$ cat src/hdl/windkessel_bdf_pressure_step_assert.svh
// ---------------------------------------------------------------------------
// Windkessel BDF pressure step: assertion macros
// Concurrent checks clocked on clk, quiet while rst_n is low.
// ---------------------------------------------------------------------------
`ifndef WINDKESSEL_BDF_PRESSURE_STEP_ASSERT_SVH
`define WINDKESSEL_BDF_PRESSURE_STEP_ASSERT_SVH

// same-cycle implication
`define WBPS_ASSERT_IMPL(lbl, ante, cons) \
    lbl: assert property (@(posedge clk) disable iff (!rst_n) (ante) |-> (cons)) \
        else $error("wbps: same-cycle check failed");

// next-cycle implication
`define WBPS_ASSERT_NEXT(lbl, ante, cons) \
    lbl: assert property (@(posedge clk) disable iff (!rst_n) (ante) |=> (cons)) \
        else $error("wbps: next-cycle check failed");

`endif

$ cat src/hdl/wbps_pkg.sv
// ---------------------------------------------------------------------------
// wbps_pkg
// Shared types, codes and saturating Q32.32 helpers for the pressure step.
// ---------------------------------------------------------------------------
`default_nettype none

package wbps_pkg;

    localparam logic [7:0] DIV_STEPS = 8'd128;
    localparam logic [7:0] MUL_STEPS = 8'd4;
    localparam logic [7:0] ACC_STEPS = 8'd4;
    // 72-bit history sum divided by its denominator, one nibble per cycle
    localparam logic [7:0] K3_STEPS  = 8'd18;

    localparam logic [63:0] Q_ONE   = 64'h0000_0001_0000_0000;
    localparam logic [63:0] S64_MAX = 64'h7FFF_FFFF_FFFF_FFFF;
    localparam logic [63:0] S64_MIN = 64'h8000_0000_0000_0000;

    localparam logic [2:0] CFG_RESISTANCE = 3'd0;
    localparam logic [2:0] CFG_COMPLIANCE = 3'd1;
    localparam logic [2:0] CFG_CHAR_IMP   = 3'd2;
    localparam logic [2:0] CFG_BDF_ORDER  = 3'd3;
    localparam logic [2:0] CFG_INIT_PRES  = 3'd4;
    localparam logic [2:0] CFG_INIT_FLOW  = 3'd5;

    localparam logic [1:0] ORD_1 = 2'd0;
    localparam logic [1:0] ORD_2 = 2'd1;
    localparam logic [1:0] ORD_3 = 2'd2;

    // micro-steps of one beat, in issue order
    typedef enum logic [3:0] {
        ST_ZR  = 4'd0,   // Z/R, then w = 1 + Z/R
        ST_QC  = 4'd1,   // Q/C
        ST_T1  = 4'd2,   // (Q/C)*w
        ST_ZDT = 4'd3,   // Z/dt
        ST_DQA = 4'd4,   // flow history combination
        ST_DQ  = 4'd5,   // combination / k
        ST_T2  = 4'd6,   // (Z/dt)*Dq
        ST_PGA = 4'd7,   // pressure history combination
        ST_PG  = 4'd8,   // combination / k
        ST_G   = 4'd9,   // Pg/dt, then numerator
        ST_ADT = 4'd10,  // a/dt
        ST_RC  = 4'd11,  // R*C
        ST_IRC = 4'd12,  // 1/(R*C), then denominator
        ST_P1  = 4'd13   // numerator / denominator
    } step_t;

    typedef struct packed {
        logic  start;
        step_t step;
        logic  load;
        logic  commit;
    } cmd_t;

    typedef struct packed {
        logic busy;
        logic done;
    } sts_t;

    function automatic logic [63:0] sat_from(input logic neg, input logic [127:0] m);
        logic [63:0] r;
        if (neg) begin
            if (m > {64'd0, S64_MIN})
                r = S64_MIN;
            else
                r = (~m[63:0]) + 64'd1;
        end
        else begin
            if (m > {64'd0, S64_MAX})
                r = S64_MAX;
            else
                r = m[63:0];
        end
        return r;
    endfunction

    function automatic logic [63:0] q_add(input logic [63:0] a, input logic [63:0] b);
        logic [63:0] r;
        r = a + b;
        if (a[63] == b[63] && r[63] != a[63])
            r = a[63] ? S64_MIN : S64_MAX;
        return r;
    endfunction

    function automatic logic [63:0] q_sub(input logic [63:0] a, input logic [63:0] b);
        logic [63:0] r;
        r = a - b;
        if (a[63] != b[63] && r[63] != a[63])
            r = a[63] ? S64_MIN : S64_MAX;
        return r;
    endfunction

    function automatic logic [63:0] mag64(input logic [63:0] v);
        return v[63] ? (~v) + 64'd1 : v;
    endfunction

    function automatic logic [1:0] order_sel(input logic [1:0] bdf);
        logic [1:0] o;
        unique case (bdf)
            2'd2:    o = ORD_2;
            2'd3:    o = ORD_3;
            default: o = ORD_1;
        endcase
        return o;
    endfunction

    function automatic logic [2:0] coef_div(input logic [1:0] o);
        logic [2:0] k;
        unique case (o)
            ORD_2:   k = 3'd2;
            ORD_3:   k = 3'd6;
            default: k = 3'd1;
        endcase
        return k;
    endfunction

    function automatic logic [3:0] alpha_num(input logic [1:0] o);
        logic [3:0] a;
        unique case (o)
            ORD_2:   a = 4'd3;
            ORD_3:   a = 4'd11;
            default: a = 4'd1;
        endcase
        return a;
    endfunction

    function automatic logic signed [5:0] flow_coef(input logic [1:0] o, input logic [1:0] i);
        logic signed [5:0] c;
        c = 6'sd0;
        unique case (o)
            ORD_2: begin
                unique case (i)
                    2'd0:    c = 6'sd3;
                    2'd1:    c = -6'sd4;
                    2'd2:    c = 6'sd1;
                    default: c = 6'sd0;
                endcase
            end
            ORD_3: begin
                unique case (i)
                    2'd0:    c = 6'sd11;
                    2'd1:    c = -6'sd18;
                    2'd2:    c = 6'sd9;
                    default: c = -6'sd2;
                endcase
            end
            default: begin
                unique case (i)
                    2'd0:    c = 6'sd1;
                    2'd1:    c = -6'sd1;
                    default: c = 6'sd0;
                endcase
            end
        endcase
        return c;
    endfunction

    function automatic logic signed [5:0] pres_coef(input logic [1:0] o, input logic [1:0] i);
        logic signed [5:0] c;
        c = 6'sd0;
        unique case (o)
            ORD_2: begin
                unique case (i)
                    2'd0:    c = -6'sd4;
                    2'd1:    c = 6'sd1;
                    default: c = 6'sd0;
                endcase
            end
            ORD_3: begin
                unique case (i)
                    2'd0:    c = -6'sd18;
                    2'd1:    c = 6'sd9;
                    2'd2:    c = -6'sd2;
                    default: c = 6'sd0;
                endcase
            end
            default: begin
                unique case (i)
                    2'd0:    c = -6'sd1;
                    default: c = 6'sd0;
                endcase
            end
        endcase
        return c;
    endfunction

endpackage

`default_nettype wire

$ cat src/hdl/wbps_ctrl.sv
// ---------------------------------------------------------------------------
// wbps_ctrl
// Controller: input/output handshake and micro-step sequencing.
// ---------------------------------------------------------------------------
`default_nettype none

module wbps_ctrl (
    input  wire logic            clk,
    input  wire logic            rst_n,
    input  wire logic            in_valid,
    output logic                 in_stall,
    output logic                 out_valid,
    input  wire logic            out_stall,
    output wbps_pkg::cmd_t       cmd,
    input  wire wbps_pkg::sts_t  sts
);
    import wbps_pkg::*;

    typedef enum logic [3:0] {
        S_IDLE  = 4'b0001,
        S_ISSUE = 4'b0010,
        S_WAIT  = 4'b0100,
        S_DONE  = 4'b1000
    } state_t;

    state_t state_reg, state_next;
    step_t  step_reg, step_next;
    logic   out_valid_reg, out_valid_next;
    logic   accept, out_free;

    assign accept     = in_valid && (state_reg == S_IDLE);
    assign out_free   = !out_valid_reg || !out_stall;
    assign in_stall   = (state_reg != S_IDLE);
    assign out_valid  = out_valid_reg;

    assign cmd.load   = accept;
    assign cmd.start  = (state_reg == S_ISSUE);
    assign cmd.step   = step_reg;
    assign cmd.commit = (state_reg == S_DONE) && out_free;

    always_comb
    begin
        state_next = state_reg;
        step_next  = step_reg;
        unique case (state_reg)
            S_IDLE:
            begin
                if (accept)
                begin
                    state_next = S_ISSUE;
                    step_next  = ST_ZR;
                end
            end
            S_ISSUE:
            begin
                state_next = S_WAIT;
            end
            S_WAIT:
            begin
                if (sts.done)
                begin
                    if (step_reg == ST_P1)
                        state_next = S_DONE;
                    else
                    begin
                        step_next  = step_t'(step_reg + 4'd1);
                        state_next = S_ISSUE;
                    end
                end
            end
            S_DONE:
            begin
                if (out_free)
                    state_next = S_IDLE;
            end
            default:
            begin
                state_next = S_IDLE;
            end
        endcase

        if (cmd.commit)
            out_valid_next = 1'b1;
        else if (out_valid_reg && !out_stall)
            out_valid_next = 1'b0;
        else
            out_valid_next = out_valid_reg;
    end

    always_ff @(posedge clk or negedge rst_n)
    begin
        if (!rst_n)
        begin
            state_reg     <= S_IDLE;
            step_reg      <= ST_ZR;
            out_valid_reg <= 1'b0;
        end
        else
        begin
            state_reg     <= state_next;
            step_reg      <= step_next;
            out_valid_reg <= out_valid_next;
        end
    end

endmodule

`default_nettype wire

$ cat config.mk
export PLATFORM = sky130hd
export DESIGN_NAME = wbps_ctrl
export DESIGN_NICKNAME = d
export VERILOG_FILES = /design/src/hdl/windkessel_bdf_pressure_step_assert.svh /design/src/hdl/wbps_pkg.sv /design/src/hdl/wbps_ctrl.sv
export SDC_FILE = /design/constraint.sdc
export NUM_CORES = 1
export LEC_CHECK = 0
export ABC_AREA = 1
export BUFFER_PORTS_ARGS = -buffer_cell sky130_fd_sc_hd__buf_2
export CAP_MARGIN = 20
export CORE_MARGIN = 2
export CORE_UTILIZATION = 40
export DETAILED_ROUTE_END_ITERATION = 10
export PLACE_DENSITY = 0.62
export SYNTH_ARGS = -nofsm -noshare
export SYNTH_HDL_FRONTEND = slang
export SYNTH_SLANG_ARGS = --single-unit
$ cat constraint.sdc
create_clock -name clk -period 2.25 [get_ports clk]
set_input_delay 0.225 -clock clk [delete_from_list [all_inputs] [get_ports clk]]
set_output_delay 0.225 -clock clk [all_outputs]
set_load 0.05 [all_outputs]
==> run_results.csv <==
group,metric,value,unit
clock_network,clock_path_buffers,2,
outcome,status,"finished clean",
place,hpwl,801,um
die,rows,13,
die,die_y,41.8,um
timing,period_share,72.8,%
yosys,synth.distinct_cells,17,
clock_network,htreeDepth,1,
clock_network,cts_setup_buffers,0,
yosys,yosys.area.top_type,"dfrtp_1",
yosys,syn-num-nets,81,
drt,vias_per_cell,4.73,
clock_network,cts.sinks,9,
die,dieArea,1750,um^2
timing,period_minus_slack,1640,ps
timing,slew_viol_final,0,
drt,wl,1010,um
setup_path,cpPeakStageDelay,560,ps
timing,final_hold_viol_count,0,
die,die_x,41.8,um
finish,drive_gt1_share,32.6,%
place,numPortBuffers,13,
timing,setup_tns,0,ps
clock_network,ctsHoldBuffers,1,
die,pin_count,15,
yosys,ys_top_cells_by_area,"dfrtp_1 35%, nand2_1 9.8%, nand3_1 9.6%",
timing,skew,2.09,ps
setup_path,worst-setup-path-type,"reg -> out",
clock_network,path_clk_slew,60,ps
global_routing,grt_pass1_vias,467,
setup_path,cp_slowest_cell,"dfstp_2",
timing,slew_headroom,83.5,%
global_routing,grt_max_degree,10,
timing,setup_viol,0,
clock_network,cts_buffers,3,
place,globalplace.congestion,0.728,
finish,nFillCells,134,
setup_path,required,2030,ps
timing,rsz0062_at_grt,"false",
min_path,hold_class,"in -> reg",
power_and_ir_drop,pwr_density_cell,1380,nW/um^2
yosys,synth-seq-cells,9,
timing,fmax,610,MHz
timing,worst_pin_slew,249,ps
setup_path,critPathArrivalTime,1410,ps
drt,drt_iter0_drc,7,
setup_path,cp-start-kind,"register",
drt,first_pass_iters,4,
drt,drcViolationCount,0,
power_and_ir_drop,peakVddDrop,0.459,mV
die,core_area,1320,um^2
clock_network,cts_resized,0,
job,maxCapViolCount,0,
yosys,syn_inst,73,
power_and_ir_drop,finalPower,937,uW
power_and_ir_drop,p_leak,0.000392,uW
finish,nets,98,
drt,drtAntennaViolNets,0,
clock_network,tritoncts,"yes",
finish,areaGrowthSynthToFinish,18.4,%
drt,wl_per_cell,9.74,um
yosys,yosysWarnings,0,
setup_path,crit_buf_inv,2,
drt,num_vias,492,
yosys,synth_area_per_cell,7.83,um^2
setup_path,critical-path-top-delay-family,"flip-flops",
clock_network,cts_root_buf,"clkbuf_4",
global_routing,grt.total_usage,13.4,%
global_routing,grt_pass1_wl,1780,um
setup_path,crit_chain,"inv_2 > nor2_4 > nand2_2 > nor2_1 > buf_2",
yosys,seq_area_frac_synth,39.6,%
global_routing,overflow,0,
yosys,netlist_area,572,um^2
global_routing,antenna_found_initial,0,
clock_network,clock_latency,250,ps
finish,antennaDiodeCount,0,
die,initial_core_util,43.4,%
setup_path,path_max_fanout,4,
yosys,synth.top_cell.area_share,35.0,%
setup_path,end_kind,"primary output",
==> metal layers <==
metal	track usage (%)	up-vias	wire [um]
met5	0	-	0
met4	9.68	0	15
met3	1.30	2	45
met2	22.2	13	472
met1	15.9	221	480
li1	-	256	-
==> path summary, 6_finish.rpt <==
path	start	end	slack (ps)	cells past startpoint
hold reg to reg	out_valid	out_valid	490	2
max in group asynchronous	rst_n	state_reg[0]	1670	2
hold / removal	out_stall	out_valid	200	3
setup / recovery	state_reg[0]	cmd[1]	610	5
min in group asynchronous	rst_n	state_reg[3]	340	2
setup reg to reg	step_reg[1]	step_reg[2]	970	8
==> logic make-up (layout without fill, tap and decap cells) <==
kind of cell | count (synthesis) | count (layout) | share of synthesized area (%)
and+or+nand+nor | 47 | 47 | 43.8
adders and majority gates | 2 | 2 | 4.38
buffers and inverters | 13 | 29 | 9.85
DFF | 9 | 9 | 39.6
AOI/OAI and AO/OA | 1 | 1 | 0.874
xor gates and xnor gates | 1 | 1 | 1.53
==> power breakdown <==
part	leakage (uW)	switching, uW	internal, uW
combinational	0.000257	398	144
sequential	0.000120	55.7	217
clock	0.0000150	54.5	68.2
==> area by class of cell <==
cell class                 instances  area [um^2]  area share (%)
tap                               15         18.8            2.77
multi-input combinational         51          289            42.7
clock buffer                       4         26.3            3.88
inverter                          11         41.3            6.10
sequential                         9          226            33.5
timing repair buffer              14         75.1            11.1
==> stage by stage <==
stage	utilization (%)	instances	cell area (um^2)	setup slack (ps)	hold WS, ps
global route	51.4	104	677	564	231
global placement	48.6	99	641	899	82.8
finish	51.4	104	677	611	198
CTS	51.4	104	677	600	195
floorplan	-	73	572	731	-70.6
detailed placement	48.6	99	641	888	82.5
==> cell usage after synthesis, drive strengths merged <==
master,n
inv,11
dfstp,1
nor2,14
dfrtp,8
xnor2,1
nand3,13
buf,2
nand4,1
o21ai,1
ha,2
nand2,19
==> worst min-delay path: stages <==
cell,delay (ps)
buf_2,70
nand2_1,60
nand2_1,60
==> cell usage in the layout (no fill, tap or decap), drive strengths merged <==
cell type    netlist  routed
o21ai              1       1
clkbuf             0       4
nor2              14      14
inv               11      11
ha                 2       2
nand3             13      13
xnor2              1       1
buf                2      13
nand4              1       1
nand2             19      19
dfrtp              8       8
dlygate4sd3        0       1
dfstp              1       1
Note: power is estimated with default switching activity, not from simulation.
